==> src/rtl/cipf_pkg.sv <==
// Shared types and constants for the comma-led integer field parser.
package cipf_pkg;

    localparam int unsigned BYTE_W     = 8;
    localparam int unsigned VALUE_W    = 32;
    localparam int unsigned INDEX_W    = 8;
    localparam int unsigned CFG_IDX_W  = 8;
    localparam int unsigned CFG_DATA_W = 8;
    localparam int unsigned ACC_W      = VALUE_W + 4;

    // Result queue geometry
    localparam int unsigned QDEPTH   = 4;
    localparam int unsigned QPTR_W   = $clog2(QDEPTH);
    localparam int unsigned QCOUNT_W = $clog2(QDEPTH + 1);

    // Configuration register indexes
    localparam logic [CFG_IDX_W-1:0] CFG_TOKENS_WANTED = 8'd0;
    localparam logic [CFG_IDX_W-1:0] CFG_UNSIGNED_MODE = 8'd1;

    localparam logic [CFG_DATA_W-1:0] TOKENS_WANTED_RST = 8'd1;

    // Characters of interest
    localparam logic [BYTE_W-1:0] CH_NUL   = 8'd0;
    localparam logic [BYTE_W-1:0] CH_TAB   = 8'd9;
    localparam logic [BYTE_W-1:0] CH_CR    = 8'd13;
    localparam logic [BYTE_W-1:0] CH_SPACE = 8'd32;
    localparam logic [BYTE_W-1:0] CH_PLUS  = 8'd43;
    localparam logic [BYTE_W-1:0] CH_COMMA = 8'd44;
    localparam logic [BYTE_W-1:0] CH_MINUS = 8'd45;
    localparam logic [BYTE_W-1:0] CH_ZERO  = 8'd48;
    localparam logic [BYTE_W-1:0] CH_NINE  = 8'd57;

    // Magnitude limits for signed and unsigned decoding
    localparam logic [ACC_W-1:0] LIMIT_SIGNED   = 36'h0_7FFF_FFFF;
    localparam logic [ACC_W-1:0] LIMIT_UNSIGNED = 36'h0_FFFF_FFFF;

    localparam logic KIND_INT    = 1'b0;
    localparam logic KIND_STATUS = 1'b1;

    typedef enum logic [1:0] {
        PH_SEEK   = 2'd0,
        PH_LEAD   = 2'd1,
        PH_SIGN   = 2'd2,
        PH_DIGITS = 2'd3
    } t_phase;

    typedef enum logic [1:0] {
        ST_OK        = 2'd0,
        ST_NO_COMMA  = 2'd1,
        ST_NO_NUMBER = 2'd2,
        ST_OVERFLOW  = 2'd3
    } t_status;

    typedef struct packed {
        logic               result_kind;
        logic [INDEX_W-1:0] field_index;
        logic [VALUE_W-1:0] field_value;
        t_status            parse_status;
        logic               final_flag;
    } t_result;

endpackage

==> src/rtl/cipf_if.sv <==
// Channel interfaces: text input, result output and configuration write.
interface cipf_in_if;
    import cipf_pkg::*;
    logic              valid;
    logic              ready;
    logic [BYTE_W-1:0] text_byte;

    modport source (output valid, output text_byte, input ready);
    modport sink   (input valid, input text_byte, output ready);
endinterface

interface cipf_out_if;
    import cipf_pkg::*;
    logic               valid;
    logic               ready;
    logic               result_kind;
    logic [INDEX_W-1:0] field_index;
    logic [VALUE_W-1:0] field_value;
    logic [1:0]         parse_status;
    logic               final_flag;

    modport source (output valid, output result_kind, output field_index,
                    output field_value, output parse_status, output final_flag,
                    input ready);
    modport sink   (input valid, input result_kind, input field_index,
                    input field_value, input parse_status, input final_flag,
                    output ready);
endinterface

interface cipf_cfg_if;
    import cipf_pkg::*;
    logic                  valid;
    logic                  ready;
    logic [CFG_IDX_W-1:0]  index;
    logic [CFG_DATA_W-1:0] data;

    modport source (output valid, output index, output data, input ready);
    modport sink   (input valid, input index, input data, output ready);
endinterface

==> src/rtl/comma_integer_field_parser_core.sv <==
// Top level of the comma-led decimal integer field parser.
//
// Usage:
//   i_text carries one string byte per item; byte 0 ends the string. The
//   parser skips to a comma, then takes optional blanks, an optional sign
//   and a digit run. o_result carries one result per item: a decoded
//   integer with its index, or a final status (success, comma missing, no
//   number, overflow) with final_flag set. One byte can cause two results.
//   i_cfg writes tokens_wanted (index 0) and unsigned_mode (index 1); it is
//   always ready and a write takes effect on the next cycle.
// Latency and throughput:
//   A byte is decoded in the cycle it is accepted; its results leave the
//   result queue from the next cycle on. One byte is taken every cycle as
//   long as the four-entry result queue has room for two results, so the
//   rate is one byte per cycle and is set only by how fast o_result drains.
// Reset:
//   i_rst_n clears the parse state, empties the queue and restores
//   tokens_wanted to 1 and unsigned_mode to 0.
// Stalls:
//   While o_result.ready is low results hold in the queue; i_text.ready
//   drops once fewer than two entries are free, and no result is lost.
module comma_integer_field_parser_core (
    input  logic       i_clk,
    input  logic       i_rst_n,
    cipf_in_if.sink    i_text,
    cipf_out_if.source o_result,
    cipf_cfg_if.sink   i_cfg
);
    import cipf_pkg::*;

    // Configuration registers
    logic [INDEX_W-1:0] r_wanted;
    logic               r_unsigned;

    // Parse state
    t_phase             r_phase,    n_phase;
    logic               r_neg,      n_neg;
    logic [VALUE_W-1:0] r_mag,      n_mag;
    logic [INDEX_W-1:0] r_done,     n_done;
    logic               r_finished, n_finished;

    // Result queue
    t_result             r_queue [QDEPTH];
    logic [QPTR_W-1:0]   r_wr_ptr, r_rd_ptr;
    logic [QCOUNT_W-1:0] r_count,  n_count;

    logic              in_acc;
    logic              out_acc;
    logic [BYTE_W-1:0] c;

    // Decode of the current byte against the parse state
    logic               is_digit, is_blank, is_sign;
    logic [3:0]         digit_val;
    logic [ACC_W-1:0]   acc_next;
    logic [ACC_W-1:0]   limit;
    logic [INDEX_W-1:0] done_inc;
    logic               active, early_ok, in_digits, ovf, take_digit;
    logic               emit_int, late_ok, seek_step;
    logic               lead_step, sign_step, no_number;
    logic               emit_status, restart;
    t_status            status_code;

    // Results of this byte
    t_result          res0, res1;
    logic [1:0]       push_n;

    assign c       = i_text.text_byte;
    assign in_acc  = i_text.valid & i_text.ready;
    assign out_acc = o_result.valid & o_result.ready;

    // Leave room for the two results one byte can cause
    assign i_text.ready = (r_count <= QCOUNT_W'(QDEPTH - 2));
    assign i_cfg.ready  = 1'b1;

    // Configuration writes
    always_ff @(posedge i_clk) begin
        if (!i_rst_n) begin
            r_wanted   <= TOKENS_WANTED_RST;
            r_unsigned <= 1'b0;
        end else if (i_cfg.valid) begin
            case (i_cfg.index)
                CFG_TOKENS_WANTED: r_wanted   <= i_cfg.data;
                CFG_UNSIGNED_MODE: r_unsigned <= i_cfg.data[0];
                default: ;
            endcase
        end
    end

    // Character classes and the multiply-by-ten step (shift and add)
    always_comb begin
        is_digit  = (c >= CH_ZERO) && (c <= CH_NINE);
        is_blank  = (c == CH_SPACE) || ((c >= CH_TAB) && (c <= CH_CR));
        is_sign   = (c == CH_PLUS) || (c == CH_MINUS);
        digit_val = 4'(c - CH_ZERO);
        acc_next  = (ACC_W'(r_mag) << 3) + (ACC_W'(r_mag) << 1) + ACC_W'(digit_val);
        limit     = r_unsigned ? LIMIT_UNSIGNED : LIMIT_SIGNED;
        done_inc  = r_done + INDEX_W'(1);
    end

    // Event decode: what this byte does
    always_comb begin
        active     = !r_finished;
        early_ok   = active && (r_done >= r_wanted);
        in_digits  = active && !early_ok && (r_phase == PH_DIGITS);
        ovf        = in_digits && is_digit && (acc_next > limit);
        take_digit = in_digits && is_digit && !ovf;
        emit_int   = in_digits && !is_digit;
        late_ok    = emit_int && (done_inc >= r_wanted);
        // A byte that ends a number is searched for the next comma too
        seek_step  = active && !early_ok &&
                     ((r_phase == PH_SEEK) || (emit_int && !late_ok));
        lead_step  = active && !early_ok && (r_phase == PH_LEAD);
        sign_step  = active && !early_ok && (r_phase == PH_SIGN);
        no_number  = (lead_step && !is_blank && !is_sign && !is_digit) ||
                     (sign_step && !is_digit);

        emit_status = 1'b0;
        status_code = ST_OK;
        if (early_ok || late_ok) begin
            emit_status = 1'b1;
            status_code = ST_OK;
        end else if (ovf) begin
            emit_status = 1'b1;
            status_code = ST_OVERFLOW;
        end else if (no_number) begin
            emit_status = 1'b1;
            status_code = ST_NO_NUMBER;
        end else if (seek_step && (c == CH_NUL)) begin
            emit_status = 1'b1;
            status_code = ST_NO_COMMA;
        end

        // Terminator after a status, or with a status, opens a new string
        restart = (c == CH_NUL) && (r_finished || emit_status);
    end

    // Next parse state
    always_comb begin
        n_phase    = r_phase;
        n_neg      = r_neg;
        n_mag      = r_mag;
        n_done     = r_done;
        n_finished = r_finished;
        if (restart) begin
            n_phase    = PH_SEEK;
            n_neg      = 1'b0;
            n_mag      = '0;
            n_done     = '0;
            n_finished = 1'b0;
        end else if (emit_status) begin
            n_finished = 1'b1;
        end else begin
            if (take_digit) begin
                n_mag = acc_next[VALUE_W-1:0];
            end
            if (emit_int) begin
                n_done  = done_inc;
                n_phase = PH_SEEK;
            end
            if (seek_step && (c == CH_COMMA)) begin
                n_phase = PH_LEAD;
                n_neg   = 1'b0;
                n_mag   = '0;
            end
            if ((lead_step || sign_step) && is_digit) begin
                n_mag   = VALUE_W'(digit_val);
                n_phase = PH_DIGITS;
            end
            if (lead_step && is_sign) begin
                n_neg   = (c == CH_MINUS);
                n_phase = PH_SIGN;
            end
        end
    end

    // Results of this byte, in order
    always_comb begin
        t_result int_res;
        t_result sts_res;
        int_res.result_kind  = KIND_INT;
        int_res.field_index  = r_done;
        int_res.field_value  = r_neg ? (VALUE_W'(0) - r_mag) : r_mag;
        int_res.parse_status = ST_OK;
        int_res.final_flag   = 1'b0;

        sts_res.result_kind  = KIND_STATUS;
        sts_res.field_index  = '0;
        sts_res.field_value  = '0;
        sts_res.parse_status = status_code;
        sts_res.final_flag   = 1'b1;

        res0   = emit_int ? int_res : sts_res;
        res1   = sts_res;
        push_n = {1'b0, emit_int} + {1'b0, emit_status};
    end

    always_ff @(posedge i_clk) begin
        if (!i_rst_n) begin
            r_phase    <= PH_SEEK;
            r_neg      <= 1'b0;
            r_mag      <= '0;
            r_done     <= '0;
            r_finished <= 1'b0;
        end else if (in_acc) begin
            r_phase    <= n_phase;
            r_neg      <= n_neg;
            r_mag      <= n_mag;
            r_done     <= n_done;
            r_finished <= n_finished;
        end
    end

    // Queue storage: push up to two results per accepted byte
    always_ff @(posedge i_clk) begin
        if (in_acc && (push_n != 2'd0)) begin
            r_queue[r_wr_ptr] <= res0;
        end
        if (in_acc && (push_n == 2'd2)) begin
            r_queue[r_wr_ptr + QPTR_W'(1)] <= res1;
        end
    end

    always_comb begin
        n_count = r_count;
        if (in_acc) begin
            n_count = n_count + QCOUNT_W'(push_n);
        end
        if (out_acc) begin
            n_count = n_count - QCOUNT_W'(1);
        end
    end

    always_ff @(posedge i_clk) begin
        if (!i_rst_n) begin
            r_wr_ptr <= '0;
            r_rd_ptr <= '0;
            r_count  <= '0;
        end else begin
            if (in_acc) begin
                r_wr_ptr <= r_wr_ptr + QPTR_W'(push_n);
            end
            if (out_acc) begin
                r_rd_ptr <= r_rd_ptr + QPTR_W'(1);
            end
            r_count <= n_count;
        end
    end

    // Drive the head of the queue
    assign o_result.valid        = (r_count != '0);
    assign o_result.result_kind  = r_queue[r_rd_ptr].result_kind;
    assign o_result.field_index  = r_queue[r_rd_ptr].field_index;
    assign o_result.field_value  = r_queue[r_rd_ptr].field_value;
    assign o_result.parse_status = r_queue[r_rd_ptr].parse_status;
    assign o_result.final_flag   = r_queue[r_rd_ptr].final_flag;

    // Queue never holds more than its depth
    a_queue_bound: assert property (@(posedge i_clk) disable iff (!i_rst_n)
        r_count <= QCOUNT_W'(QDEPTH))
        else $error("result queue over depth");

    // A decoded integer is offered on the very next cycle
    a_int_visible: assert property (@(posedge i_clk) disable iff (!i_rst_n)
        (in_acc && emit_int) |=> o_result.valid)
        else $error("decoded integer not queued");

    // Only a status result closes a string
    a_final_is_status: assert property (@(posedge i_clk) disable iff (!i_rst_n)
        (o_result.valid && o_result.final_flag) |-> (o_result.result_kind == KIND_STATUS))
        else $error("final flag on an integer result");

    // No result once the string is finished, until the terminator
    a_quiet_after_status: assert property (@(posedge i_clk) disable iff (!i_rst_n)
        (in_acc && r_finished) |-> (push_n == 2'd0))
        else $error("result after final status");

endmodule
==> src/flat_wrapper.sv <==
// flat-port wrapper written by rule: the top's interface ports become plain ports
module comma_integer_field_parser_core_flat import cipf_pkg::*;
  (i_clk, i_rst_n, i_text_valid, i_text_text_byte, i_text_ready, o_result_valid, o_result_result_kind, o_result_field_index, o_result_field_value, o_result_parse_status, o_result_final_flag, o_result_ready, i_cfg_valid, i_cfg_index, i_cfg_data, i_cfg_ready);
  cipf_in_if i_text_i ();
  cipf_out_if o_result_i ();
  cipf_cfg_if i_cfg_i ();
  input  logic i_clk;
  input  logic i_rst_n;
  input wire logic [$bits(i_text_i.valid)-1:0] i_text_valid;
  input wire logic [$bits(i_text_i.text_byte)-1:0] i_text_text_byte;
  output wire logic [$bits(i_text_i.ready)-1:0] i_text_ready;
  output wire logic [$bits(o_result_i.valid)-1:0] o_result_valid;
  output wire logic [$bits(o_result_i.result_kind)-1:0] o_result_result_kind;
  output wire logic [$bits(o_result_i.field_index)-1:0] o_result_field_index;
  output wire logic [$bits(o_result_i.field_value)-1:0] o_result_field_value;
  output wire logic [$bits(o_result_i.parse_status)-1:0] o_result_parse_status;
  output wire logic [$bits(o_result_i.final_flag)-1:0] o_result_final_flag;
  input wire logic [$bits(o_result_i.ready)-1:0] o_result_ready;
  input wire logic [$bits(i_cfg_i.valid)-1:0] i_cfg_valid;
  input wire logic [$bits(i_cfg_i.index)-1:0] i_cfg_index;
  input wire logic [$bits(i_cfg_i.data)-1:0] i_cfg_data;
  output wire logic [$bits(i_cfg_i.ready)-1:0] i_cfg_ready;
  assign i_text_i.valid = i_text_valid;
  assign i_text_i.text_byte = i_text_text_byte;
  assign i_text_ready = i_text_i.ready;
  assign o_result_valid = o_result_i.valid;
  assign o_result_result_kind = o_result_i.result_kind;
  assign o_result_field_index = o_result_i.field_index;
  assign o_result_field_value = o_result_i.field_value;
  assign o_result_parse_status = o_result_i.parse_status;
  assign o_result_final_flag = o_result_i.final_flag;
  assign o_result_i.ready = o_result_ready;
  assign i_cfg_i.valid = i_cfg_valid;
  assign i_cfg_i.index = i_cfg_index;
  assign i_cfg_i.data = i_cfg_data;
  assign i_cfg_ready = i_cfg_i.ready;
  comma_integer_field_parser_core u_core (.i_clk(i_clk), .i_rst_n(i_rst_n), .i_text(i_text_i), .o_result(o_result_i), .i_cfg(i_cfg_i));
endmodule
==> config.mk <==
export PLATFORM = sky130hd
export DESIGN_NAME = comma_integer_field_parser_core_flat
export DESIGN_NICKNAME = d
export VERILOG_FILES = /design/src/rtl/cipf_pkg.sv /design/src/rtl/cipf_if.sv /design/src/rtl/comma_integer_field_parser_core.sv /design/src/flat_wrapper.sv
export SDC_FILE = /design/constraint.sdc
export NUM_CORES = 1
export LEC_CHECK = 0
export BUFFER_PORTS_ARGS = -buffer_cell sky130_fd_sc_hd__buf_2
export CAP_MARGIN = 20
export CORE_MARGIN = 2
export CORE_UTILIZATION = 35
export CTS_BUF_LIST = sky130_fd_sc_hd__clkbuf_16
export DETAILED_ROUTE_END_ITERATION = 10
export PLACE_DENSITY = 0.48
export SYNTH_ARGS = -nofsm -noshare
export SYNTH_HDL_FRONTEND = slang
export SYNTH_SLANG_ARGS = --single-unit
==> constraint.sdc <==
create_clock -name i_clk -period 8.6 [get_ports i_clk]
set_input_delay 1.29 -clock i_clk [delete_from_list [all_inputs] [get_ports i_clk]]
set_output_delay 1.29 -clock i_clk [all_outputs]
set_load 0.02 [all_outputs]
== Word-level counts from Yosys, hierarchy flattened ==
Memory sizes are Yosys's and may differ from the RTL's. A register that Yosys moved wholly into a read port is not among the register bits.
Index checks and enable logic that the tools add are counted.

* Output and inout bits: 47
* Logic and storage cells: 137
* Memories: 1
* Register bits after elaboration: 60
* Memory bits (writable): 176

{| class="wikitable"
|+ Memory list
! memory !! words !! bits a word !! rd ports !! clocked after memory_dff !! wr ports !! line !! RTL
|-
| u_core.r_queue || 4 || 44 || 1 || 1 || 2 || comma_integer_field_parser_core.sv:43 || <nowiki>t_result r_queue [QDEPTH];</nowiki>
|}

* Add/subtract/negate cells: 11
* Order comparisons: 8
* Reductions and logical operators: 56
* Mux-type cells: 39
* Bitwise gates (word level): 2
* Eq/ne operators: 10

{| class="wikitable"
|+ Operators with widths
! operator !! count
|-
| 32-bit 2-to-1 mux || 7
|-
| 44-bit 2-to-1 mux || 1
|-
| 35-bit by 33-bit adder with 36-bit output || 1
|-
| 36-bit by 4-bit adder with 36-bit output || 1
|-
| 36-bit > comparator || 1
|-
| 8-bit by 6-bit == test with 1-bit output, second input constant || 4
|-
| 1-bit by 32-bit subtractor with 32-bit output, first input constant || 1
|-
| 1-bit logical AND || 25
|-
| 8-bit 2-to-1 mux || 3
|-
| 2-bit 2-to-1 mux || 11
|-
| 8-bit >= comparator || 2
|-
| 8-bit logical NOT || 2
|-
| 1-bit 2-to-1 mux || 15
|-
| 3-bit AND reduction || 4
|-
| 8-bit by 1-bit adder with 8-bit output, second input constant || 1
|-
| 8-bit by 1-bit == test with 1-bit output, second input constant || 1
|-
| 8-bit by 4-bit >= comparator with 1-bit output, second input constant || 1
|-
| 8-bit by 6-bit >= comparator with 1-bit output, second input constant || 1
|-
| 8-bit by 4-bit <= comparator with 1-bit output, second input constant || 1
|-
| 8-bit by 6-bit <= comparator with 1-bit output, second input constant || 1
|-
| 1-bit logical NOT || 7
|-
| 1-bit logical OR || 7
|-
| 2-bit == test, second input constant || 3
|-
| 3-bit 2-to-1 mux || 2
|-
| 16 further kinds || 23
|}

== Logic depth before layout (Yosys ltp) ==
* Depth in word-level cells: 21
* Mapped depth: 29
* Depth with buffers taken out: 28

== Least setup slack after synthesis ==
Ideal clock, no wire load.

* Path type: input-to-reg
* Start point: input i_text_text_byte[3]
* End point: register u_core.r_count[1]
* Library setup time: 128 ps
* Slack: 2232 ps
* Cell stages on the path: 28
* Data arrival time: 6240 ps
* Data required time: 8472 ps
* Path buffers: 0
* Path through: inv_1 fa_1 inv_1 ha_1 a211oi_2 nor4b_2 o211ai_2 a31oi_1 nor2_1 xnor2_1 ha_1 nor3b_1 nand4_1 nor4_1 nand2_1 nor4_4 a2bb2oi_1 nor3b_1 ha_1 ha_1 inv_1 fa_1 nor2_1 a21oi_1 ha_1 nor2_1 nor2_1 nor2_1

* Longest elaborated chain between the ends: 19
* Elaborated cells on any way between the ends: 42
* Classes of those cells: 5 x add/sub; 5 x order compare; 3 x eq/ne; 6 x mux; 23 x reduce/logical

{| class="wikitable"
|+ Ends and longest elaborated chain
! element !! line !! RTL
|-
| start: declaration || flat_wrapper.sv:10 || <nowiki>input wire logic [$bits(i_text_i.text_byte)-1:0] i_text_text_byte;</nowiki>
|-
| branches (longest 14 deep; another with 36-bit by 4-bit adder with 36-bit output) || -- ||
|-
| 1-bit by 1-bit adder with 2-bit output (*) || comma_integer_field_parser_core.sv:194 || <nowiki>push_n = {1'b0, emit_int} + {1'b0, emit_status};</nowiki>
|-
| 3-bit by 2-bit adder with 3-bit output (*) || comma_integer_field_parser_core.sv:226 || <nowiki>n_count = n_count + QCOUNT_W'(push_n);</nowiki>
|-
| 3-bit 2-to-1 mux (*) || comma_integer_field_parser_core.sv:225 || <nowiki>if (in_acc) begin</nowiki>
|-
| 3-bit by 1-bit subtractor with 3-bit output || comma_integer_field_parser_core.sv:229 || <nowiki>n_count = n_count - QCOUNT_W'(1);</nowiki>
|-
| 3-bit 2-to-1 mux (*) || comma_integer_field_parser_core.sv:228 || <nowiki>if (out_acc) begin</nowiki>
|-
| end signal: assignment || comma_integer_field_parser_core.sv:245 || <nowiki>r_count <= n_count;</nowiki>
|-
| end: declaration || comma_integer_field_parser_core.sv:45 || <nowiki>logic [QCOUNT_W-1:0] r_count, n_count;</nowiki>
|}

Every way passes the cells marked *.
A chain may end at the register's enable or synchronous reset.

==> summary.md <==
| Metric | Value |
|---|---|
| Count of vias placed by the detailed router | `10794` |
| Gates resized, CTS repair | `0` |
| Via count of the first global-routing pass | `10364` |
| Power Dens Cells | `170 nW/µm²` |
| Tightest slew margin relative to the limit | `0.346` |
| Mean number of vias per cell | `5.58` |
| Quantity of hold-fixing buffers added after cts | `0` |
| Leakage power summed over all cells | `6.11 nW` |
| Weighted congestion at the end of routability-driven global placement | `0.896` |
| Clock transition at the register clock pins on the worst setup and hold paths after CTS | `60 ps` |
| Clock tree from TritonCTS | `done` |
| Number of flops mapped to enable cells by yosys | `8` |
| Crit path buffers/inverters | `6` |
| Total wire length | `39000 µm` |
| Mapped cell area | `13300 µm²` |
| Number of hold violations in the final report | `0` |
| Simple-Gate Fraction of Synth Area | `0.142` |
| Slew of the pin with the lowest slew margin | `981 ps` |
| Post-synth ARST share | `0` |
| Setup repair after global routing missed its margin | `false` |
| Number of synthesis warnings | `0` |
| Worst hold path cell count | `2` |
| Sum Neg Setup Slack | `0 ps` |
| Post-synthesis compound-gate area fraction | `0.220` |
| Final worst-path cycle share | `0.800` |
| Number of distinct library cells after synthesis | `90` |
| Area added between synthesis and finish | `13.3%` |
| CP endpoint kind | `register` |
| Initial cell density of the core | `0.354` |
| DIE HEIGHT | `199 µm` |
| Startpoint kind of the worst setup timing path | `input port` |
| Source of the worst register-to-register timing path | `u_core.r_mag[0]` |
| Maximum count of clock buffers along a single path | `3` |
| H-Tree Depth | `1` |
| Slowest cell delay on critical path | `530 ps` |
| Clock tree skew after final layout | `15.8 ps` |
| Largest net degree at the start of global routing | `68` |
| Number of placement rows | `71` |
| Register-to-Register Path Depth | `25` |
| Setup violators final | `0` |
| Synth Net Count | `1489` |
| Buffer cell driving the clock tree root | `sky130_fd_sc_hd__clkbuf_16` |
| Post-DR wirelength/cell | `20.2 µm` |
| Family with the most delay on the worst path | `simple AND/OR/NAND/NOR gates` |
| CP arrival | `7370 ps` |
| Capture endpoint of the worst hold path | `u_core.r_queue[2][4]` |
| Proportion of layout cells with a drive suffix above 1 | `0.157` |
| Startpoint of the tightest hold check path | `u_core.r_queue[2][4]` |
| Crit path required time | `9090 ps` |
| Max rail drop VDD | `0.000142 V` |
| Mapped Avg Cell Area | `9.68 µm²` |
| Number of input and output port buffers inserted | `74` |
| Final-layout fill cell count | `3742` |
| Achievable clock frequency | `145 MHz` |
| Setup repair bufs after CTS | `0` |
| Dominant combinational cell family by area after synthesis | `compound AO/OA/AOI/OAI gates` |
| Synth Area in Adders | `0.0876` |
| Core Util, Final | `0.401` |
| Starting DRC count in detailed routing | `873` |
| Total clock sinks | `234` |
| Outcome | `finished clean` |
| Wire length of the first global-routing pass | `61300 µm` |
| MaxCap Viol Count | `0` |
| Capture point of the worst reg-to-reg path | `u_core.r_queue[0][6]` |
| Antenna Violating Nets Remaining | `0` |
| Final Critical Period | `6880 ps` |
| Initial antenna violation count | `0` |
| Fin nets | `1520` |
| Pre-Repair DR Iteration Count | `5` |
| Global-route usage over all layers | `0.198` |
| Clock buffers created by TritonCTS | `28` |
| Post-Synth XOR/XNOR Area | `0.0429` |
| Portion of netlist area occupied by mux cells | `0.106` |
| Post-synthesis sequential area ratio | `0.359` |
| Count of state elements after synthesis | `234` |
| Peak fanout along the critical path | `33` |
| Area of the die | `39400 µm²` |
| Clk Latency, worst-skew pair | `560 ps` |
| Highest-delay cell along the critical path | `sky130_fd_sc_hd__fa_1` |
| Count of boundary I/O pins | `76` |
| Ant. Diodes | `0` |
| Min-Delay Path Class | `reg -> reg` |
| R2R Setup Slk | `1750 ps` |
| DIE WIDTH | `199 µm` |
| Overflow left after global routing | `0` |
| Post-synth top flop | `sky130_fd_sc_hd__dfxtp_1` |
| Fin. max-slew vios | `0` |
| Number of DRC violations after detailed routing | `0` |
| Kind of critical path | `in -> reg` |
| Synthesized instance count | `1369` |
| CORE AREA | `37500 µm²` |
| DP HPWL | `26700 µm` |
==> synthesized netlist by cell type (5+ instances only) <==
master	n	area, µm²
sky130_fd_sc_hd__edfxtp_1	8	240
sky130_fd_sc_hd__a21oi_1	61	305
sky130_fd_sc_hd__or3_1	9	56.3
sky130_fd_sc_hd__inv_1	36	135
sky130_fd_sc_hd__a31oi_1	5	31.3
sky130_fd_sc_hd__or3b_2	5	43.8
sky130_fd_sc_hd__nor3_1	21	105
sky130_fd_sc_hd__dfxtp_1	226	4520
sky130_fd_sc_hd__o21ai_0	33	165
sky130_fd_sc_hd__buf_1	8	30.0
sky130_fd_sc_hd__a22o_1	159	1390
sky130_fd_sc_hd__a21o_1	14	105
sky130_fd_sc_hd__nor2_1	101	379
sky130_fd_sc_hd__nor4_1	6	37.5
sky130_fd_sc_hd__ha_1	88	1100
sky130_fd_sc_hd__o21ai_1	9	45.0
sky130_fd_sc_hd__xnor2_1	22	193
sky130_fd_sc_hd__o41ai_1	6	52.6
sky130_fd_sc_hd__nand4_1	12	75.1
sky130_fd_sc_hd__nand2b_1	15	93.8
sky130_fd_sc_hd__buf_2	13	65.1
sky130_fd_sc_hd__mux2i_1	43	430
sky130_fd_sc_hd__o21a_1	5	37.5
sky130_fd_sc_hd__or4_1	7	52.6
sky130_fd_sc_hd__and2_1	6	37.5
sky130_fd_sc_hd__and3_1	10	62.6
sky130_fd_sc_hd__xor2_1	43	377
sky130_fd_sc_hd__a21oi_2	6	52.6
sky130_fd_sc_hd__a211oi_1	7	52.6
sky130_fd_sc_hd__nor2b_1	8	50.1
sky130_fd_sc_hd__nand3_1	41	205
sky130_fd_sc_hd__o211ai_1	6	45.0
sky130_fd_sc_hd__clkbuf_1	66	248
sky130_fd_sc_hd__nor4b_1	5	43.8
sky130_fd_sc_hd__nand2_1	113	424
sky130_fd_sc_hd__a32o_1	7	70.1
sky130_fd_sc_hd__o31ai_1	10	75.1
sky130_fd_sc_hd__mux4_2	43	968
==> final cells by class <==
cell class | instances | area (µm²) | area share
inverters | 37 | 139 | 0.00925
repair buffers | 94 | 514 | 0.0342
clock inverters | 23 | 256 | 0.0171
well taps | 511 | 639 | 0.0426
multi-input cells | 1005 | 7970 | 0.531
flip-flops and latches | 234 | 4770 | 0.318
clock buffers | 29 | 726 | 0.0483
==> how the worst max path moves through the flow <==
stage | slack [ps] | start | endpoint | cells past startpoint
after global routing | 1060 | u_core.r_mag[0] | u_core.r_count[1] | 29
final | 1720 | i_text_text_byte[3] | u_core.r_queue[0][6] | 26
after detailed placement | 1150 | i_text_text_byte[3] | u_core.r_queue[0][18] | 26
after floorplan | 2230 | i_text_text_byte[3] | u_core.r_count[1] | 28
after CTS | 1700 | u_core.r_mag[0] | u_core.r_queue[0][6] | 25
after global placement | 1350 | i_text_text_byte[3] | u_core.r_queue[0][16] | 26
==> cell usage in the layout (no fill, tap or decap), drive strengths merged, types with 30 or more instances in the layout <==
master and n:
nor2 102, a21oi 67, o21ai 43, inv 40
nand2 113, mux2i 43, buf 93, xor2 43
ha 88, clkbuf 30, mux4 43, dfxtp 226
nand3 41, a22o 159
==> per-stage QoR <==
step | instances | area (µm²) | worst slack [ps] | hold slack (ps) | power, W
after floorplan | 1369 | 13300 | 2230 | 420 | 0.00126
after global placement | 1879 | 14000 | 1350 | 430 | 0.00131
after detailed placement | 1880 | 14000 | 1150 | 447 | 0.00131
after CTS | 1932 | 15000 | 1700 | 463 | 0.00259
after global routing | 1933 | 15000 | 1060 | 487 | 0.00265
final | 1933 | 15000 | 1720 | 465 | 0.00255
==> kinds of logic after synthesis <==
family	after synthesis
compound gates	380
xor+xnor	65
fa+ha+maj	91
buf+inv	130
flops	234
mux	86
other cells	1
simple gates	382
==> metal layers <==
layer,part of all wire,GRT usage
met5,0,0
met4,0.014,0.0401
met3,0.043,0.0266
met2,0.45,0.311
met1,0.50,0.289
==> flip-flops by register name, indices dropped and copies added, names as in the netlist, named ones only <==
register / flops
u_core.r_queue: 172
u_core.r_mag: 32
u_core.r_done: 8
u_core.r_wanted: 8
u_core.r_count: 3
u_core.r_phase: 2
u_core.r_rd_ptr: 2
u_core.r_wr_ptr: 2
u_core.r_finished: 1
u_core.r_neg: 1
u_core.r_unsigned: 1
==> report_power, final <==
part           total [W]  leakage, nW  switching (W)  internal [W]
sequential       0.00113         1.89      0.0000300       0.00110
clock            0.00127        0.486       0.000500      0.000766
combinational   0.000154         3.74      0.0000881     0.0000661
total            0.00255         6.11       0.000619       0.00193
==> worst reg2reg max path, delay by kind of cell (launching register included) <==
| kind | cells | cell delay, ps |
|---|---|---|
| adders and majority gates | 4 | 1570 |
| and+or+nand+nor | 10 | 2230 |
| AOI/OAI and AO/OA | 5 | 920 |
| buffers and inverters | 5 | 1250 |
| DFF | 1 | 630 |
| xor gates and xnor gates | 1 | 170 |
(Power assumes the default switching activity.)
